<file path="config.mk">
export PLATFORM = sky130hd
export DESIGN_NAME = symbolic_mode_parser
export DESIGN_NICKNAME = d
export VERILOG_FILES = /design/src/smp_pkg.sv /design/src/smp_step.sv /design/src/symbolic_mode_parser.sv
export SDC_FILE = /design/constraint.sdc
export NUM_CORES = 1
export LEC_CHECK = 0
export BUFFER_PORTS_ARGS = -buffer_cell sky130_fd_sc_hd__buf_2
export CORE_AREA = 2 2 105 107
export CTS_BUF_LIST = sky130_fd_sc_hd__clkbuf_4 sky130_fd_sc_hd__clkbuf_8
export DETAILED_ROUTE_END_ITERATION = 8
export DIE_AREA = 0 0 107 109
export PLACE_DENSITY = 0.78
export SETUP_SLACK_MARGIN = 0.05
export SYNTH_ARGS = -nofsm -noshare
export SYNTH_HDL_FRONTEND = slang
export SYNTH_SLANG_ARGS = --single-unit
</file>
<file path="constraint.sdc">
create_clock -name clock -period 2.8 [get_ports clock]
set_input_delay 0.42 -clock clock [delete_from_list [all_inputs] [get_ports clock]]
set_output_delay 0.42 -clock clock [all_outputs]
set_load 0.005 [all_outputs]
</file>
<file path="src/smp_pkg.sv">
// Shared types for the symbolic mode parser: parse phase, operator codes,
// parser state and step result. No dependencies.
`default_nettype none
package smp_pkg;

   localparam int ModeWidth = 16;
   localparam int CharWidth = 8;

   typedef enum logic [3:0] {
      PH_START = 4'b0001,
      PH_OCT   = 4'b0010,
      PH_WHO   = 4'b0100,
      PH_PERM  = 4'b1000
   } phase_type;

   typedef enum logic [1:0] {
      OP_ADD = 2'd0,
      OP_SUB = 2'd1,
      OP_SET = 2'd2
   } op_type;

   typedef struct packed {
      logic [ModeWidth-1:0] work_mode;
      logic [ModeWidth-1:0] orig_mode;
      logic [ModeWidth-1:0] octal_acc;
      logic [2:0]           who_mask;
      op_type               op_kind;
      logic [2:0]           perm_bits;
      phase_type            phase;
      logic                 error_seen;
   } state_type;

   typedef struct packed {
      logic                 emit;
      logic [ModeWidth-1:0] mode;
      logic                 error;
   } result_type;

   localparam state_type StateReset = '{
      work_mode:  '0,
      orig_mode:  '0,
      octal_acc:  '0,
      who_mask:   '0,
      op_kind:    OP_ADD,
      perm_bits:  '0,
      phase:      PH_START,
      error_seen: 1'b0
   };

endpackage
`default_nettype wire

</file>
<file path="src/smp_step.sv">
// Next-state and result logic for one character beat of the mode parser.
// Depends on smp_pkg.
`default_nettype none
module smp_step (
   input  wire smp_pkg::state_type            state_cur,
   input  wire [smp_pkg::CharWidth-1:0]       symbol,
   input  wire                                first,
   input  wire [smp_pkg::ModeWidth-1:0]       start_mode,
   output smp_pkg::state_type                 state_nxt,
   output smp_pkg::result_type                result
);
   import smp_pkg::*;

   localparam logic [CharWidth-1:0] ChNul   = 8'h00;
   localparam logic [CharWidth-1:0] ChComma = 8'h2c;
   localparam logic [CharWidth-1:0] ChZero  = 8'h30;
   localparam logic [CharWidth-1:0] ChSeven = 8'h37;
   localparam logic [CharWidth-1:0] ChPlus  = 8'h2b;
   localparam logic [CharWidth-1:0] ChMinus = 8'h2d;
   localparam logic [CharWidth-1:0] ChEq    = 8'h3d;
   localparam logic [CharWidth-1:0] ChU     = 8'h75;
   localparam logic [CharWidth-1:0] ChG     = 8'h67;
   localparam logic [CharWidth-1:0] ChO     = 8'h6f;
   localparam logic [CharWidth-1:0] ChA     = 8'h61;
   localparam logic [CharWidth-1:0] ChR     = 8'h72;
   localparam logic [CharWidth-1:0] ChW     = 8'h77;
   localparam logic [CharWidth-1:0] ChX     = 8'h78;

   state_type            s;
   state_type            applied;
   logic                 is_digit;
   logic                 who_ok;
   logic [2:0]           who_val;
   logic                 op_ok;
   op_type               op_val;
   logic                 perm_ok;
   logic [2:0]           perm_val;
   logic [2:0]           who_eff;
   logic [ModeWidth-1:0] clause_mode;

   // state after the first-beat load
   always_comb begin
      s = state_cur;
      if (first) begin
         s = StateReset;
         s.orig_mode = start_mode;
         s.work_mode = start_mode;
      end
   end

   always_comb begin
      is_digit = (symbol inside {[ChZero:ChSeven]});
      who_ok   = 1'b1;
      who_val  = 3'd0;
      case (symbol)
         ChU:     who_val = 3'b100;
         ChG:     who_val = 3'b010;
         ChO:     who_val = 3'b001;
         ChA:     who_val = 3'b111;
         default: who_ok  = 1'b0;
      endcase
      op_ok  = 1'b1;
      op_val = OP_ADD;
      case (symbol)
         ChPlus:  op_val = OP_ADD;
         ChMinus: op_val = OP_SUB;
         ChEq:    op_val = OP_SET;
         default: op_ok  = 1'b0;
      endcase
      perm_ok  = 1'b1;
      perm_val = 3'd0;
      case (symbol)
         ChR:     perm_val = 3'd4;
         ChW:     perm_val = 3'd2;
         ChX:     perm_val = 3'd1;
         ChU:     perm_val = s.orig_mode[8:6];
         ChG:     perm_val = s.orig_mode[5:3];
         ChO:     perm_val = s.orig_mode[2:0];
         default: perm_ok  = 1'b0;
      endcase
   end

   // completed clause applied to the working mode
   always_comb begin
      who_eff     = (s.who_mask != 3'd0) ? s.who_mask : 3'b100;
      clause_mode = s.work_mode;
      for (int i = 0; i < 3; i++) begin
         if (who_eff[i]) begin
            case (s.op_kind)
               OP_SUB:  clause_mode[i*3 +: 3] = clause_mode[i*3 +: 3] & ~s.perm_bits;
               OP_SET:  clause_mode[i*3 +: 3] = s.perm_bits;
               default: clause_mode[i*3 +: 3] = clause_mode[i*3 +: 3] | s.perm_bits;
            endcase
         end
      end
      applied           = s;
      applied.octal_acc = '0;
      applied.who_mask  = '0;
      applied.op_kind   = OP_ADD;
      applied.perm_bits = '0;
      applied.phase     = PH_START;
      case (s.phase)
         PH_OCT:  applied.work_mode = s.work_mode | s.octal_acc;
         PH_PERM: applied.work_mode = clause_mode;
         default: applied.work_mode = s.work_mode;
      endcase
   end

   always_comb begin
      state_nxt    = s;
      result.emit  = 1'b0;
      result.mode  = '0;
      result.error = 1'b0;
      if (symbol == ChNul) begin
         result.emit = 1'b1;
         if (s.error_seen || s.phase == PH_WHO) begin
            result.error = 1'b1;
         end else begin
            result.mode = applied.work_mode;
         end
         state_nxt           = StateReset;
         state_nxt.orig_mode = s.orig_mode;
         state_nxt.work_mode = s.orig_mode;
      end else if (!s.error_seen) begin
         case (s.phase)
            PH_START: begin
               if (is_digit) begin
                  state_nxt.octal_acc = {{(ModeWidth-3){1'b0}}, symbol[2:0]};
                  state_nxt.phase     = PH_OCT;
               end else if (who_ok) begin
                  state_nxt.who_mask = who_val;
                  state_nxt.phase    = PH_WHO;
               end else if (op_ok) begin
                  state_nxt.op_kind   = op_val;
                  state_nxt.perm_bits = '0;
                  state_nxt.phase     = PH_PERM;
               end else begin
                  state_nxt.error_seen = 1'b1;
               end
            end
            PH_OCT: begin
               if (is_digit) begin
                  state_nxt.octal_acc = {s.octal_acc[ModeWidth-4:0], symbol[2:0]};
               end else if (symbol == ChComma) begin
                  state_nxt = applied;
               end else begin
                  state_nxt.error_seen = 1'b1;
               end
            end
            PH_WHO: begin
               if (who_ok) begin
                  state_nxt.who_mask = s.who_mask | who_val;
               end else if (op_ok) begin
                  state_nxt.op_kind   = op_val;
                  state_nxt.perm_bits = '0;
                  state_nxt.phase     = PH_PERM;
               end else begin
                  state_nxt.error_seen = 1'b1;
               end
            end
            PH_PERM: begin
               if (perm_ok) begin
                  state_nxt.perm_bits = s.perm_bits | perm_val;
               end else if (symbol == ChComma) begin
                  state_nxt = applied;
               end else begin
                  state_nxt.error_seen = 1'b1;
               end
            end
            default: begin
               state_nxt.error_seen = 1'b1;
            end
         endcase
      end
   end

endmodule
`default_nettype wire

</file>
<file path="src/symbolic_mode_parser.sv">
// Symbolic mode parser: one character beat per cycle, result on the NUL beat.
// A request beat passes the input register, then the result register, before
// its response is valid. Throughput: one beat per cycle, held only while a
// response beat is stalled. Reset clears parse state, modes and both valids.
// Top level; depends on smp_pkg and smp_step.
`default_nettype none
module symbolic_mode_parser (
   input  wire                          clock,
   input  wire                          reset,
   input  wire                          req_valid,
   output logic                         req_stall,
   input  wire [smp_pkg::CharWidth-1:0] req_symbol,
   input  wire                          req_first,
   input  wire [smp_pkg::ModeWidth-1:0] req_start_mode,
   output logic                         rsp_valid,
   input  wire                          rsp_stall,
   output logic [smp_pkg::ModeWidth-1:0] rsp_mode_out,
   output logic                         rsp_parse_error
);
   import smp_pkg::*;

   logic                 in_valid_ff, in_valid_in;
   logic [CharWidth-1:0] in_symbol_ff;
   logic                 in_first_ff;
   logic [ModeWidth-1:0] in_start_ff;
   state_type            state_ff, state_in;
   logic                 out_valid_ff, out_valid_in;
   logic [ModeWidth-1:0] out_mode_ff;
   logic                 out_error_ff;
   result_type           step_result;
   logic                 advance;

   smp_step u_step (
      .state_cur  (state_ff),
      .symbol     (in_symbol_ff),
      .first      (in_first_ff),
      .start_mode (in_start_ff),
      .state_nxt  (state_in),
      .result     (step_result)
   );

   assign advance   = !out_valid_ff || !rsp_stall;
   assign req_stall = in_valid_ff && !advance;

   always_comb begin
      in_valid_in  = req_stall ? in_valid_ff : req_valid;
      out_valid_in = advance ? (in_valid_ff && step_result.emit) : out_valid_ff;
   end

   always_ff @(posedge clock) begin
      if (reset) begin
         in_valid_ff  <= 1'b0;
         out_valid_ff <= 1'b0;
         state_ff     <= StateReset;
      end else begin
         in_valid_ff  <= in_valid_in;
         out_valid_ff <= out_valid_in;
         if (in_valid_ff && advance) begin
            state_ff <= state_in;
         end
      end
   end

   always_ff @(posedge clock) begin
      if (req_valid && !req_stall) begin
         in_symbol_ff <= req_symbol;
         in_first_ff  <= req_first;
         in_start_ff  <= req_start_mode;
      end
      if (in_valid_ff && advance && step_result.emit) begin
         out_mode_ff  <= step_result.mode;
         out_error_ff <= step_result.error;
      end
   end

   assign rsp_valid       = out_valid_ff;
   assign rsp_mode_out    = out_mode_ff;
   assign rsp_parse_error = out_error_ff;

endmodule
`default_nettype wire

</file>
==> flow_summary.toml, run 1 <==
[synthesis]
synthCells = 663
synth_mux_area_frac = 0.0372
ys_seq_area_frac = 0.434
synthArstFlopShare = 0
synth-compound-area-share = 0.243
synthSimpleGateAreaFrac = 0.226
synth_fp_nets = 694
ys_warn_count = 0
synth_ff_type = "dfxtp_1"
synth.avg_cell_area_sq_um = 8.77
ys_ff_latch = 105
synth_edf_count = 42
synth_cell_types = 78
synth_top_family_by_area = "compound AO/OA/AOI/OAI gates"
synth_fa_ha_area_frac = 0.00430
synth-xor-area-share = 0.00603
netlist_area_sq_um = 5810

[timing]
fmax_ghz = 0.393
max_slew_margin = 0.360
fin_skew_ns = 0.0160
post-route-min-period_ns = 2.55
grt_setup_unrepaired = "no"
drv_slew = 0
whs_ns = 0.201
finalHoldViolCount = 0
finalSetupTns_ns = 0
worst_pin_slew_ns = 0.957
timing.final.crit_share = 0.910
finalSetupViolCount = 0

[placed_design]
dp.cells = 845
dp_hpwl_um = 14100
placed_cell_area_sq_um = 6350
port_buffers = 47
gp_congestion = 0.991

[run_status]
status = "complete, no violations"

[clock_tree]
htree_levels = 3
ctsResizeCount = 0
clk_latency_ns = 0.39
cts_setup_buffers = 0
cts.sinks = 105
cts_hold_buffers = 0
clkSlewWorstSetupHoldPaths_ns = 0.11
cts_buffers = 9
cts-root-buf = "clkbuf_8"
cts.path.max_buffers = 2
tritoncts = "yes"

[pwr]
power-per-cell-area_nw_per_um2 = 448
p_sw_w = 0.000834
p_sw_frac = 0.285
sequentialPowerShare = 0.571
p_leak_nw = 2.29
peakVddDrop_mv = 0.330
p_int_w = 0.00209
p_comb_frac = 0.117
clockPowerShare = 0.312

[worst_setup_path]
cp-start-kind = "flip-flop"
cp.required_ns = 3.07
max_stage_delay_ns = 0.65
path_depth = 10
path_buf_inv = 2
crit_chain = "inv_2 > nand2_1 > inv_1 > ha_4 > or4b_2 > a21oi_1 > a221o_1 > or2_0 > a21o_1 > a31oi_1"
slowest_stage = "or4b_2"
arrival_ns = 2.82
critPathKind = "reg2reg"
critPathTopFamily = "simple AND/OR/NAND/NOR gates"
reg2regPathDepth = 10
path_max_fanout = 6
cp-end-kind = "flip-flop"

[final_layout]
final_cells = 861
drive_gt1_frac = 0.182
layout_common_cells = "nand2_1 (94), dfxtp_1 (63), a21oi_1 (57)"
antenna_cells = 0
finalNetCount = 747
stdcell_area_sq_um = 6530
final_common_cell = "nand2_1"
syn2layout_area_growth_pct = 12.4

[grt]
overflow = 0
grt_max_degree = 36
grt_pass1_wl_um = 29400
first_global_vias = 5127
grt_usage = 0.337
antenna_found_initial = 0

[detailed_routing]
drtIter0Drc = 686
routed_wl_um = 19100
drt_pre_antenna_iters = 5
via_count = 5531
drc_errors = 0
ant_nets = 0
vias_per_cell = 6.42
wl_per_cell_um = 22.2

[die]
die_x_um = 107
die-area_sq_um = 11700
core.rowCount = 38
die_h_um = 109
start_util = 0.548
ios = 48
core_area_sq_um = 10600

[min_path]
hold-path-cell-count = 1
hold_path_class = "in2reg"

[flow_run]
maxCapViolCount = 0
[cells in the mapped netlist (all sizes together), types with 6 or more instances]
cell type	instances	share of area
inv	15	0.0097
o31ai	6	0.0077
edfxtp	42	0.22
nand2b	8	0.0099
clkbuf	18	0.012
nand3	21	0.018
buf	27	0.028
and2	8	0.0086
nand2	94	0.061
o21ai	45	0.039
dfxtp	63	0.22
a21oi	58	0.052
nor2	54	0.035
a22o	10	0.015
o22ai	6	0.0065
a31oi	20	0.024
nor2b	10	0.011
nor3	28	0.028
a211oi	12	0.015
or2	6	0.0065
mux2i	16	0.028
and3	6	0.0065
[metal layers]
metal | track usage | wire (um) | vias up | share of wire
li1 | - | - | 2563 | -
met4 | 0.125 | 570 | 0 | 0.030
met2 | 0.502 | 8290 | 311 | 0.43
met1 | 0.467 | 8320 | 2612 | 0.43
met5 | 0 | 0 | - | 0
met3 | 0.0968 | 1960 | 45 | 0.10
[registers in the layout (all words and copies together), names as in the netlist]
signal and cells:
rsp_parse_error 1, rsp_valid 1, in_first_ff 1, in_start_ff 16, rsp_mode_out 16, in_valid_ff 1
state_ff 61, in_symbol_ff 8
[layout make-up]
type                    count  area [sq um]
clock inverters             7          62.6
flip-flops and latches    105          2520
well taps                 140           175
repair buffers             87           548
clock buffers               9           124
multi-input cells         498          3050
fillers                   913          4070
inverters                  15          56.3
[worst reg2reg max path, delay by kind of cell (launching register included)]
family / cells / cell delay (ns)
simple gates: 3 / 0.97
compound gates: 4 / 0.53
buf+inv: 2 / 0.17
flops: 1 / 0.58
fa+ha+maj: 1 / 0.19
[logic make-up (layout without fill, tap and decap cells)]
logic type | after synthesis | in the layout
buf+inv | 60 | 118
xor+xnor | 4 | 4
fa+ha+maj | 2 | 2
simple gates | 262 | 262
flops | 105 | 105
compound gates | 210 | 210
mux | 20 | 20
[stage by stage]
step           worst slack [ns]   util  power [W]
3_3_place_gp              0.381  0.599    0.00203
2_1_floorplan            0.0671      -    0.00192
4_1_cts                   0.252  0.616    0.00293
5_1_grt                  0.0917  0.616    0.00302
6_report                  0.253  0.616    0.00293
3_5_place_dp              0.274  0.599    0.00204
[worst paths after layout]
path                                    startpoint               to  slack, ns
worst min-delay path            req_start_mode[11]  in_start_ff[11]       0.20
worst min register to register        state_ff[31]     state_ff[31]       0.46
worst max register to register         in_first_ff     state_ff[45]       0.25
worst max-delay path                   in_first_ff     state_ff[45]       0.25
[power groups by stage]
stage / clock network [W] / logic (W) / registers [W]
floorplan: 0 / 0.000233 / 0.00169
global placement: 0 / 0.000327 / 0.00170
detailed placement: 0 / 0.000331 / 0.00170
CTS: 0.000924 / 0.000334 / 0.00167
global route: 0.000974 / 0.000369 / 0.00168
finish: 0.000912 / 0.000344 / 0.00167
(Power assumes the default switching activity.)
==> inputs of run 2 (changes only) <==
ABC_AREA = 1   (was default)
clock period = 2.85 ns   (was 2.8 ns; I/O delays follow)
==> run 2 against run 1 <==
  * Area after synthesis increased by 5.4%
  * Sequential share of layout area is 1.0 points lower
  * Worst setup slack lost 0.013 ns
  * Maximum frequency decreased by 2.4%
  * Register-to-register slack about the same
  * Critical path type unchanged
  * First-iteration DRC count fell by 24%
  * Cell area is 2.7% higher
  * Critical path depth up 4
==> flow_summary.toml, run 2 <==
[flow_run]
maxCapViolCount = 0

[final_layout]
finalNetCount = 976
largest_reg_flops = 61
final_common_cell = "nand2_1"
stdcell_area_sq_um = 6710
antenna_cells = 0
layout_common_cells = "nand2_1 (296), a21oi_1 (109), inv_1 (94)"
syn2layout_area_growth_pct = 9.53
drive_gt1_frac = 0.126
regMostFlops = "state_ff"
nFillCells = 1023

[die]
die_x_um = 107
die-area_sq_um = 11700
core.rowCount = 38
start_util = 0.578
die_h_um = 109
ios = 48
core_area_sq_um = 10600

[placed_design]
gp_congestion = 0.983
dp_hpwl_um = 12400
placed_cell_area_sq_um = 6480
port_buffers = 47

[detailed_routing]
wl_per_cell_um = 15.8
drt_pre_antenna_iters = 6
drtIter0Drc = 520
ant_nets = 0
vias_per_cell = 5.63
via_count = 6137
drc_errors = 0
routed_wl_um = 17200

[synthesis]
netlist.area_leader.share = 0.206
synthArstFlopShare = 0
synthTopCellsByArea = "dfxtp_1 (21%), edfxtp_1 (21%), nand2_1 (18%)"
ys_warn_count = 0
synth_cell_types = 37
synth.most_common_cell = "nand2_1"
synth_fp_nets = 937
netlist_area_sq_um = 6130
synth_edf_count = 42
synth.largest_area_cell = "dfxtp_1"
synth_ff_type = "dfxtp_1"
ys_top_cells_by_count = "nand2_1 (297), a21oi_1 (109), inv_1 (94)"
synth.avg_cell_area_sq_um = 6.76
ys_ff_latch = 105
synthCells = 906
ys_seq_area_frac = 0.412

[timing]
drv_slew = 0
timing.final.crit_share = 0.916
post-route-min-period_ns = 2.61
fmax_ghz = 0.383
fin_skew_ns = 0.0143
finalHoldViolCount = 0
max_slew_margin = 0.557
finalSetupViolCount = 0
finalSetupTns_ns = 0
grt_setup_unrepaired = "no"
worst_pin_slew_ns = 0.663

[clock_tree]
clkSlewWorstSetupHoldPaths_ns = 0.10
cts-root-buf = "clkbuf_8"
cts.sinks = 105
cts_setup_buffers = 0
ctsResizeCount = 0
htree_levels = 3
cts_hold_buffers = 0
cts.path.max_buffers = 2
clk_latency_ns = 0.38
cts_buffers = 9
tritoncts = "yes"

[grt]
antenna_found_initial = 0
grt_max_degree = 52
grt_pass1_wl_um = 28000
overflow = 0
grt_usage = 0.308
first_global_vias = 5863

[pwr]
p_leak_nw = 2.92
peakVddDrop_mv = 0.388
power-per-cell-area_nw_per_um2 = 465

[run_status]
status = "complete, no violations"

[worst_setup_path]
arrival_ns = 2.86
path_max_fanout = 32
cp.required_ns = 3.10
cp-start-kind = "flip-flop"
cp-end-kind = "flip-flop"
critPathKind = "reg2reg"

[min_path]
hold_path_class = "in2reg"
==> run 2: cell count changes after synthesis, sizes merged, moves of 15 or more <==
| cell | before | now |
|---|---|---|
| inv | 15 | 100 |
| nor3 | 28 | 3 |
| mux2i | 16 | 0 |
| a21oi | 58 | 112 |
| a31oi | 20 | 5 |
| nand3 | 21 | 61 |
| nand2 | 94 | 307 |
| nor2 | 54 | 81 |
==> run 2: where the power goes <==
part	switching, W	total [W]	internal [W]
combinational	0.000289	0.000412	0.000123
sequential	0.0000302	0.00165	0.00162
clock	0.000526	0.00107	0.000541
total	0.000845	0.00312	0.00228
==> run 2: cells by family (layout without fill, tap and decap cells) <==
kind of cell | count (synthesis) | after routing | synth area share
and+or+nand+nor | 464 | 464 | 0.316
DFF | 105 | 105 | 0.412
AOI/OAI and AO/OA | 195 | 195 | 0.172
buffers and inverters | 140 | 184 | 0.0964
adders and majority gates | 2 | 2 | 0.00408
==> run 2: final timing paths <==
| check | startpoint | to | slack, ns | cells after the start |
|---|---|---|---|---|
| setup / recovery | in_first_ff | state_ff[9] | 0.24 | 14 |
| hold / removal | req_symbol[0] | in_symbol_ff[0] | 0.21 | 1 |
| setup reg to reg | in_first_ff | state_ff[9] | 0.24 | 14 |
| hold reg to reg | state_ff[20] | state_ff[20] | 0.47 | 2 |
==> run 2: metal layers <==
| layer | vias up | routed length [um] | GRT usage |
|---|---|---|---|
| met4 | 0 | 623 | 0.152 |
| met3 | 57 | 1440 | 0.0580 |
| met5 | - | 0 | 0 |
| met1 | 2798 | 7140 | 0.389 |
| met2 | 267 | 7980 | 0.510 |
| li1 | 3015 | - | - |
==> run 2: metrics by stage <==
step | utilization | power, W | worst slack, ns | hold slack [ns] | std cells
final | 0.633 | 0.00312 | 0.240 | 0.212 | 1090
after global routing | 0.633 | 0.00324 | 0.0815 | 0.201 | 1090
after CTS | 0.633 | 0.00312 | 0.306 | 0.209 | 1090
after detailed placement | 0.612 | 0.00208 | 0.317 | 0.455 | 1074
after global placement | 0.612 | 0.00208 | 0.314 | 0.452 | 1074
after floorplan | - | 0.00196 | 0.402 | 0.445 | 906
==> run 2: final cells by class <==
type | count | area (sq um) | area share
sequential | 105 | 2520 | 0.376
inverter | 102 | 390 | 0.0582
clock buffer | 12 | 153 | 0.0227
timing repair buffer | 66 | 378 | 0.0563
multi-input combinational | 661 | 3020 | 0.450
clock inverter | 4 | 76.3 | 0.0114
tap | 140 | 175 | 0.0261
==> run 2: worst max-delay path, cell delays in order (launching register included) <==
cell      delay [ns]
edfxtp_1        0.48
inv_8           0.15
buf_4           0.38
nand3_1         0.15
nor2_2          0.14
buf_4           0.28
nor2_1          0.08
nand2_1         0.10
nand2_1         0.10
nor2_2          0.18
nand3_1         0.17
nand2_1         0.11
nand2_1         0.06
nand2_1         0.05
a21oi_1         0.06
